--- src/sv/ggnh_pkg.sv ---
// Shared types and codes for the greedy geographic next-hop block.
`default_nettype none

package ggnh_pkg;

    localparam int COORD_W = 16;
    localparam int ID_W    = 16;
    localparam int STAT_W  = 3;
    localparam int SQ_W    = 32;
    localparam int DIST_W  = SQ_W + 1;

    localparam logic OP_BEACON = 1'b0;
    localparam logic OP_ROUTE  = 1'b1;

    localparam logic [STAT_W-1:0] ST_ADDED     = 3'd0;
    localparam logic [STAT_W-1:0] ST_REFRESHED = 3'd1;
    localparam logic [STAT_W-1:0] ST_FULL      = 3'd2;
    localparam logic [STAT_W-1:0] ST_FORWARDED = 3'd3;
    localparam logic [STAT_W-1:0] ST_NOCLOSER  = 3'd4;

    localparam logic CFG_OWN_X = 1'b0;
    localparam logic CFG_OWN_Y = 1'b1;

    typedef struct packed {
        logic                      valid;
        logic [ID_W-1:0]           id;
        logic signed [COORD_W-1:0] x;
        logic signed [COORD_W-1:0] y;
    } entry_t;

    typedef struct packed {
        logic            found;
        logic [ID_W-1:0] hop;
        logic            hit;
        logic            free;
    } scan_res_t;

endpackage

`default_nettype wire

--- src/sv/ggnh_cell.sv ---
// One neighbor table entry of the rotating ring.
`default_nettype none

module ggnh_cell (
    input  wire logic            aclk,
    input  wire logic            aresetn,
    input  wire logic            shift_en,
    input  wire ggnh_pkg::entry_t shift_in,
    input  wire logic            wr_en,
    input  wire ggnh_pkg::entry_t wr_data,
    output ggnh_pkg::entry_t     q
);

    logic                               valid_reg;
    logic [ggnh_pkg::ID_W-1:0]          id_reg;
    logic signed [ggnh_pkg::COORD_W-1:0] x_reg;
    logic signed [ggnh_pkg::COORD_W-1:0] y_reg;

    always_ff @(posedge aclk) begin
        if (!aresetn) begin
            valid_reg <= 1'b0;
        end else if (wr_en) begin
            valid_reg <= wr_data.valid;
        end else if (shift_en) begin
            valid_reg <= shift_in.valid;
        end
    end

    always_ff @(posedge aclk) begin
        if (wr_en) begin
            id_reg <= wr_data.id;
            x_reg  <= wr_data.x;
            y_reg  <= wr_data.y;
        end else if (shift_en) begin
            id_reg <= shift_in.id;
            x_reg  <= shift_in.x;
            y_reg  <= shift_in.y;
        end
    end

    assign q.valid = valid_reg;
    assign q.id    = id_reg;
    assign q.x     = x_reg;
    assign q.y     = y_reg;

endmodule

`default_nettype wire

--- src/sv/ggnh_scan.sv ---
// Two-stage distance and selection unit at the head of the ring.
`default_nettype none

module ggnh_scan #(
    parameter int IDX_W = 5
) (
    input  wire logic                                aclk,
    input  wire logic                                aresetn,
    input  wire logic                                in_vld,
    input  wire logic                                in_own,
    input  wire ggnh_pkg::entry_t                    head,
    input  wire logic [IDX_W-1:0]                    in_idx,
    input  wire logic signed [ggnh_pkg::COORD_W-1:0] own_x,
    input  wire logic signed [ggnh_pkg::COORD_W-1:0] own_y,
    input  wire logic signed [ggnh_pkg::COORD_W-1:0] dst_x,
    input  wire logic signed [ggnh_pkg::COORD_W-1:0] dst_y,
    input  wire logic [ggnh_pkg::ID_W-1:0]           key_id,
    output ggnh_pkg::scan_res_t                      res,
    output logic [IDX_W-1:0]                         hit_idx,
    output logic [IDX_W-1:0]                         free_idx
);

    logic signed [ggnh_pkg::COORD_W-1:0] sel_x;
    logic signed [ggnh_pkg::COORD_W-1:0] sel_y;
    logic signed [ggnh_pkg::COORD_W:0]   dx;
    logic signed [ggnh_pkg::COORD_W:0]   dy;
    logic signed [2*ggnh_pkg::COORD_W+1:0] prod_x;
    logic signed [2*ggnh_pkg::COORD_W+1:0] prod_y;

    logic                          a_vld_reg;
    logic                          a_own_reg;
    logic                          a_ent_reg;
    logic                          a_match_reg;
    logic [ggnh_pkg::ID_W-1:0]     a_id_reg;
    logic [IDX_W-1:0]              a_idx_reg;
    logic [ggnh_pkg::SQ_W-1:0]     a_sqx_reg;
    logic [ggnh_pkg::SQ_W-1:0]     a_sqy_reg;

    logic [ggnh_pkg::DIST_W-1:0]   sq_sum;
    logic [ggnh_pkg::DIST_W-1:0]   best_reg;
    logic                          found_reg;
    logic [ggnh_pkg::ID_W-1:0]     hop_reg;
    logic                          hit_reg;
    logic                          free_reg;
    logic [IDX_W-1:0]              hit_idx_reg;
    logic [IDX_W-1:0]              free_idx_reg;

    assign sel_x  = in_own ? own_x : head.x;
    assign sel_y  = in_own ? own_y : head.y;
    assign dx     = {sel_x[ggnh_pkg::COORD_W-1], sel_x} - {dst_x[ggnh_pkg::COORD_W-1], dst_x};
    assign dy     = {sel_y[ggnh_pkg::COORD_W-1], sel_y} - {dst_y[ggnh_pkg::COORD_W-1], dst_y};
    assign prod_x = dx * dx;
    assign prod_y = dy * dy;

    always_ff @(posedge aclk) begin
        if (!aresetn) begin
            a_vld_reg <= 1'b0;
        end else begin
            a_vld_reg <= in_vld;
        end
    end

    always_ff @(posedge aclk) begin
        a_own_reg   <= in_own;
        a_ent_reg   <= head.valid;
        a_match_reg <= head.valid && (head.id == key_id);
        a_id_reg    <= head.id;
        a_idx_reg   <= in_idx;
        a_sqx_reg   <= prod_x[ggnh_pkg::SQ_W-1:0];
        a_sqy_reg   <= prod_y[ggnh_pkg::SQ_W-1:0];
    end

    assign sq_sum = {1'b0, a_sqx_reg} + {1'b0, a_sqy_reg};

    always_ff @(posedge aclk) begin
        if (!aresetn) begin
            found_reg <= 1'b0;
            hit_reg   <= 1'b0;
            free_reg  <= 1'b0;
        end else if (a_vld_reg) begin
            if (a_own_reg) begin
                found_reg <= 1'b0;
                hit_reg   <= 1'b0;
                free_reg  <= 1'b0;
            end else begin
                if (a_ent_reg && (sq_sum < best_reg)) begin
                    found_reg <= 1'b1;
                end
                if (a_match_reg) begin
                    hit_reg <= 1'b1;
                end
                if (!a_ent_reg) begin
                    free_reg <= 1'b1;
                end
            end
        end
    end

    always_ff @(posedge aclk) begin
        if (a_vld_reg) begin
            if (a_own_reg) begin
                best_reg <= sq_sum;
            end else begin
                if (a_ent_reg && (sq_sum < best_reg)) begin
                    best_reg <= sq_sum;
                    hop_reg  <= a_id_reg;
                end
                if (a_match_reg && !hit_reg) begin
                    hit_idx_reg <= a_idx_reg;
                end
                if (!a_ent_reg && !free_reg) begin
                    free_idx_reg <= a_idx_reg;
                end
            end
        end
    end

    assign res.found = found_reg;
    assign res.hop   = hop_reg;
    assign res.hit   = hit_reg;
    assign res.free  = free_reg;
    assign hit_idx   = hit_idx_reg;
    assign free_idx  = free_idx_reg;

endmodule

`default_nettype wire

--- src/sv/greedy_geographic_next_hop.sv ---
// Top level of the greedy geographic next-hop selector with its neighbor ring.
//
//   Channel  Ports                                   Direction
//   s_       s_opcode s_node_id s_pos_x s_pos_y      item in
//   m_       m_status m_next_hop                     result out
//   cfg_     cfg_index cfg_data                      register write
//
// Each item passes from acceptance to a loaded result in these steps:
// this node's own distance enters the distance unit, then the ring of cells rotates
// once past the unit, one entry per cycle, and the unit's stages drain.
// New items are accepted only in the idle state, which follows the loaded result.
// Reset clears all valid bits at once and needs no clearing pass.
// A result waiting on m_ready does not block the next item, which waits at its end.
`default_nettype none

module greedy_geographic_next_hop #(
    parameter int MAX_NEIGHBORS = 32
) (
    input  wire logic                                aclk,
    input  wire logic                                aresetn,
    input  wire logic                                s_valid,
    output logic                                     s_ready,
    input  wire logic                                s_opcode,
    input  wire logic [ggnh_pkg::ID_W-1:0]           s_node_id,
    input  wire logic signed [ggnh_pkg::COORD_W-1:0] s_pos_x,
    input  wire logic signed [ggnh_pkg::COORD_W-1:0] s_pos_y,
    output logic                                     m_valid,
    input  wire logic                                m_ready,
    output logic [ggnh_pkg::STAT_W-1:0]              m_status,
    output logic [ggnh_pkg::ID_W-1:0]                m_next_hop,
    input  wire logic                                cfg_valid,
    output logic                                     cfg_ready,
    input  wire logic                                cfg_index,
    input  wire logic [ggnh_pkg::COORD_W-1:0]        cfg_data
);

    localparam int IDX_W = (MAX_NEIGHBORS > 1) ? $clog2(MAX_NEIGHBORS) : 1;
    localparam logic [IDX_W-1:0] LAST_IDX = IDX_W'(MAX_NEIGHBORS - 1);

    localparam logic [2:0] FSM_IDLE  = 3'd0;
    localparam logic [2:0] FSM_OWN   = 3'd1;
    localparam logic [2:0] FSM_SCAN  = 3'd2;
    localparam logic [2:0] FSM_DRAIN = 3'd3;
    localparam logic [2:0] FSM_FIN   = 3'd4;

    logic [2:0]                          state_reg;
    logic [2:0]                          state_next;
    logic [IDX_W-1:0]                    cnt_reg;
    logic [IDX_W-1:0]                    cnt_next;

    logic signed [ggnh_pkg::COORD_W-1:0] own_x_reg;
    logic signed [ggnh_pkg::COORD_W-1:0] own_y_reg;

    logic                                op_reg;
    logic [ggnh_pkg::ID_W-1:0]           id_reg;
    logic signed [ggnh_pkg::COORD_W-1:0] px_reg;
    logic signed [ggnh_pkg::COORD_W-1:0] py_reg;

    logic                                m_valid_reg;
    logic [ggnh_pkg::STAT_W-1:0]         m_status_reg;
    logic [ggnh_pkg::ID_W-1:0]           m_next_hop_reg;
    logic [ggnh_pkg::STAT_W-1:0]         status_next;
    logic [ggnh_pkg::ID_W-1:0]           hop_next;

    logic                                finish;
    logic                                tbl_wr;
    logic [IDX_W-1:0]                    wr_idx;
    ggnh_pkg::entry_t                    wr_entry;
    ggnh_pkg::entry_t                    ring [MAX_NEIGHBORS];
    ggnh_pkg::scan_res_t                 scan_res;
    logic [IDX_W-1:0]                    hit_idx;
    logic [IDX_W-1:0]                    free_idx;

    assign s_ready   = (state_reg == FSM_IDLE);
    assign cfg_ready = 1'b1;
    assign finish    = (state_reg == FSM_FIN) && (!m_valid_reg || m_ready);

    always_ff @(posedge aclk) begin
        if (!aresetn) begin
            own_x_reg <= '0;
            own_y_reg <= '0;
        end else if (cfg_valid && cfg_ready) begin
            unique case (cfg_index)
                ggnh_pkg::CFG_OWN_X: own_x_reg <= cfg_data;
                ggnh_pkg::CFG_OWN_Y: own_y_reg <= cfg_data;
                default: ;
            endcase
        end
    end

    always_ff @(posedge aclk) begin
        if (s_valid && s_ready) begin
            op_reg <= s_opcode;
            id_reg <= s_node_id;
            px_reg <= s_pos_x;
            py_reg <= s_pos_y;
        end
    end

    always_comb begin
        state_next = state_reg;
        cnt_next   = cnt_reg;
        unique case (state_reg)
            FSM_IDLE: begin
                if (s_valid) begin
                    state_next = FSM_OWN;
                end
            end
            FSM_OWN: begin
                state_next = FSM_SCAN;
                cnt_next   = '0;
            end
            FSM_SCAN: begin
                if (cnt_reg == LAST_IDX) begin
                    state_next = FSM_DRAIN;
                end else begin
                    cnt_next = cnt_reg + 1'b1;
                end
            end
            FSM_DRAIN: begin
                state_next = FSM_FIN;
            end
            FSM_FIN: begin
                if (finish) begin
                    state_next = FSM_IDLE;
                end
            end
            default: begin
                state_next = FSM_IDLE;
            end
        endcase
    end

    always_ff @(posedge aclk) begin
        if (!aresetn) begin
            state_reg <= FSM_IDLE;
            cnt_reg   <= '0;
        end else begin
            state_reg <= state_next;
            cnt_reg   <= cnt_next;
        end
    end

    for (genvar i = 0; i < MAX_NEIGHBORS; i++) begin : g_cell
        ggnh_cell u_cell (
            .aclk     (aclk),
            .aresetn  (aresetn),
            .shift_en (state_reg == FSM_SCAN),
            .shift_in (ring[(i + 1) % MAX_NEIGHBORS]),
            .wr_en    (tbl_wr && (wr_idx == IDX_W'(i))),
            .wr_data  (wr_entry),
            .q        (ring[i])
        );
    end

    ggnh_scan #(
        .IDX_W (IDX_W)
    ) u_scan (
        .aclk     (aclk),
        .aresetn  (aresetn),
        .in_vld   ((state_reg == FSM_OWN) || (state_reg == FSM_SCAN)),
        .in_own   (state_reg == FSM_OWN),
        .head     (ring[0]),
        .in_idx   (cnt_reg),
        .own_x    (own_x_reg),
        .own_y    (own_y_reg),
        .dst_x    (px_reg),
        .dst_y    (py_reg),
        .key_id   (id_reg),
        .res      (scan_res),
        .hit_idx  (hit_idx),
        .free_idx (free_idx)
    );

    assign wr_entry.valid = 1'b1;
    assign wr_entry.id    = id_reg;
    assign wr_entry.x     = px_reg;
    assign wr_entry.y     = py_reg;

    always_comb begin
        tbl_wr      = 1'b0;
        wr_idx      = hit_idx;
        hop_next    = '0;
        status_next = ggnh_pkg::ST_NOCLOSER;
        if (op_reg == ggnh_pkg::OP_BEACON) begin
            priority if (scan_res.hit) begin
                status_next = ggnh_pkg::ST_REFRESHED;
                tbl_wr      = finish;
            end else if (scan_res.free) begin
                status_next = ggnh_pkg::ST_ADDED;
                wr_idx      = free_idx;
                tbl_wr      = finish;
            end else begin
                status_next = ggnh_pkg::ST_FULL;
            end
        end else if (scan_res.found) begin
            status_next = ggnh_pkg::ST_FORWARDED;
            hop_next    = scan_res.hop;
        end
    end

    always_ff @(posedge aclk) begin
        if (!aresetn) begin
            m_valid_reg <= 1'b0;
        end else if (finish) begin
            m_valid_reg <= 1'b1;
        end else if (m_ready) begin
            m_valid_reg <= 1'b0;
        end
    end

    always_ff @(posedge aclk) begin
        if (finish) begin
            m_status_reg   <= status_next;
            m_next_hop_reg <= hop_next;
        end
    end

    assign m_valid    = m_valid_reg;
    assign m_status   = m_status_reg;
    assign m_next_hop = m_next_hop_reg;

`ifndef SYNTHESIS
    a_hop_zero: assert property (@(posedge aclk) disable iff (!aresetn)
        m_valid && (m_status != ggnh_pkg::ST_FORWARDED) |-> m_next_hop == '0)
        else $error("next hop is nonzero for a result that was not forwarded");

    a_scan_end: assert property (@(posedge aclk) disable iff (!aresetn)
        (state_reg == FSM_SCAN) && (cnt_reg == LAST_IDX) |=> state_reg == FSM_DRAIN)
        else $error("ring scan did not end after the last entry");

    a_own_first: assert property (@(posedge aclk) disable iff (!aresetn)
        state_reg == FSM_OWN |=> (state_reg == FSM_SCAN) && (cnt_reg == '0))
        else $error("ring scan did not start at entry zero");

    a_wr_at_end: assert property (@(posedge aclk) disable iff (!aresetn)
        tbl_wr |-> finish && (op_reg == ggnh_pkg::OP_BEACON))
        else $error("table written outside the end of a beacon item");
`endif

endmodule

`default_nettype wire
--- config.mk ---
export PLATFORM = sky130hd
export DESIGN_NAME = greedy_geographic_next_hop
export DESIGN_NICKNAME = d
export VERILOG_FILES = /design/src/sv/ggnh_pkg.sv /design/src/sv/ggnh_cell.sv /design/src/sv/ggnh_scan.sv /design/src/sv/greedy_geographic_next_hop.sv
export SDC_FILE = /design/constraint.sdc
export NUM_CORES = 2
export LEC_CHECK = 0
export ABC_CLOCK_PERIOD_IN_PS = 12300
export BUFFER_PORTS_ARGS = -buffer_cell sky130_fd_sc_hd__buf_2
export CAP_MARGIN = 5
export CORE_ASPECT_RATIO = 1.1
export CORE_MARGIN = 1
export CORE_UTILIZATION = 40
export CTS_CLUSTER_SIZE = 30
export DETAILED_ROUTE_END_ITERATION = 8
export SYNTH_ARGS = -nofsm -noshare
export SYNTH_HDL_FRONTEND = slang
export SYNTH_SLANG_ARGS = --single-unit
--- constraint.sdc ---
create_clock -name aclk -period 12.3 [get_ports aclk]
set_input_delay 1.23 -clock aclk [delete_from_list [all_inputs] [get_ports aclk]]
set_output_delay 1.23 -clock aclk [all_outputs]
set_load 0.02 [all_outputs]
==> run summary <==
Outcome: completed
Post-DR wirelength/cell: 23.0 um
First-pass GRT wire length: 370000 um
Main synth FF type: edfxtp_1
Cell Rows: 187
Tcrit/Tclk final: 86.4%
Die Width: 467 um
DRT iter0 DRCs: 4737
Hold slack: 0.393 ns
Hold path cells: 0
Nets: 8230
IO Count: 93
CP Max Fanout: 31
Max-Cap Viols: 0
Port Buf Inserts: 91
Placed instance area: 0.0988 mm2
Dpl cells: 10300
Synth area leaders: edfxtp_1 (53%), fa_1 (11%), mux2_2 (9.7%), nand2_1 (4.3%), o21ai_0 (3.7%)
Synth Instances: 7432
Initial antenna violation count: 10
CTS tree: built
Synth cell count leaders: edfxtp_1 (1663), nand2_1 (1087), mux2_2 (818)
GRT Total Usage: 20.4%
Synthesis-to-layout area growth: 10.5%
Total core area: 0.236 mm2
DRC errors left: 0
Fill count: 21300
Seq. cell area: 0.0532 mm2
Arrival @ worst endpoint: 11.39 ns
Fmax achieved: 94.1 MHz
Clk sinks: 1826
Least-Margin Pin Slew: 1.18 ns
Multi-input gate area: 0.0375 mm2
RSZ-0062 raised after global routing: false
Max-slew violations: 0
CTS root buf: clkbuf_16
Overflow after GRT: 0
GP Congestion: 0.900
Crit path kind: reg2reg
Non-filler instance count after layout: 10700
Synth Cell Area: 0.0951 mm2
Avg Synthesized Cell Area: 12.8 um2
Routed Antenna Nets: 0
First drt pass iteration count: 5
DP HPWL: 157000 um
Hold Path Class: reg2reg
Crit-path max cell delay: 0.72 ns
Worst-Skew Late Latency: 0.86 ns
WL final: 245000 um
Post-CTS Resized: 0
Endpoints failing setup: 0
Max Root-Sink Buffers: 3
Vias/cell: 5.30
Most common cell on crit path: fa_1
Layout cell share with drive strength beyond 1: 19.0%
Crit start category: register
Most common cell in the synthesized netlist: edfxtp_1
Critical Path RT: 13.06 ns
Starting density of the core: 40.3%
Clock slew at reported path FFs: 0.06 ns
Part of the Yosys area used for sequential elements: 56.0%
CP top delay family: adder cells
Vias in the first global route: 57700
Total number of cells along the worst setup path: 34
Largest net degree at the start of global routing: 81
Unique masters post-synth: 81
Cell area after layout: 0.105 mm2
Max Clock Skew: 0.0599 ns
Post-route setup TNS: 0 ns
Ys async rst share: 0%
Synth Net Count: 8273
Synth area leader: edfxtp_1
Die Y: 513 um
CP Buf/Inv Count: 5
Total CTS buffers: 189
FF+latch count, synth: 1826
H-Tree Depth: 4
Number of synthesized flops with an enable pin: 1663
Fin. Hold Viols: 0
Worst setup EP type: register
Post-CTS Setup Repair Bufs: 0
Yosys top cell area share: 52.5%
Via Count: 56600
Hold_buf cts: 0
R2R cell count: 34
Time the worst path needs with I/O delays and setup: 10.63 ns
Normalized max-slew margin: 21.2%
Slowest-stage cell, CP: inv_1
Yosys warnings: 0
Die area: 0.240 mm2
[placed cells by master, fill, tap and decap left out, drive strengths merged, types with 29 or more instances in the layout]
cell    netlist  routed
a21boi       67      67
a21o         43      43
a21oi        82      82
buf         114     223
clkbuf      343     226
clkinv        7     102
dfxtp       163     163
edfxtp     1663    1663
fa          517     517
ha          253     253
inv         735     745
mux2        876     876
mux2i        36      36
nand2      1087    1087
nor2        259     259
nor3         29      29
o21ai       719     719
xnor2       110     110
xor2         43      43
[path summary, 6_finish.rpt]
check               startpoint                    to  slack (ns)
setup reg to reg  state_reg[0]  u_scan.a_sqx_reg[29]        1.67
hold / removal      cnt_reg[4]   u_scan.a_idx_reg[4]        0.39
setup / recovery  state_reg[0]  u_scan.a_sqx_reg[29]        1.67
hold reg to reg     cnt_reg[4]   u_scan.a_idx_reg[4]        0.39
[final cells by class]
cell class,count,share of cell area [%]
diodes,3,0.00715
clock buffers,226,4.69
clock inverters,130,1.23
inverters,742,2.65
multi-input cells,4407,35.7
flip-flops and latches,1826,50.6
well taps,3118,3.71
repair buffers,223,1.38
[routing by layer]
layer / routed length (um) / track usage, % / up-vias
met5: 0 / 0 / -
met4: 5350 / 4.95 / 0
met3: 13100 / 2.85 / 318
met2: 119000 / 34.0 / 1614
met1: 108000 / 28.1 / 29100
li1: - / - / 25500
[per-stage QoR]
stage	setup slack [ns]	utilization, %
2_1_floorplan	3.46	-
3_3_place_gp	1.89	41.9
3_5_place_dp	1.73	41.9
4_1_cts	1.70	44.5
5_1_grt	0.954	44.5
6_report	1.67	44.5
[cells by family after synthesis]
group	share of synthesized area, %
mux	10.8
xor+xnor	1.43
simple gates	6.66
fa+ha+maj	14.2
buf+inv	4.91
flops	56.0
compound gates	6.07
other cells	0.00394
Power is not shown: default switching activity piles up to over one toggle a cycle in this logic, so the estimate is an artifact.
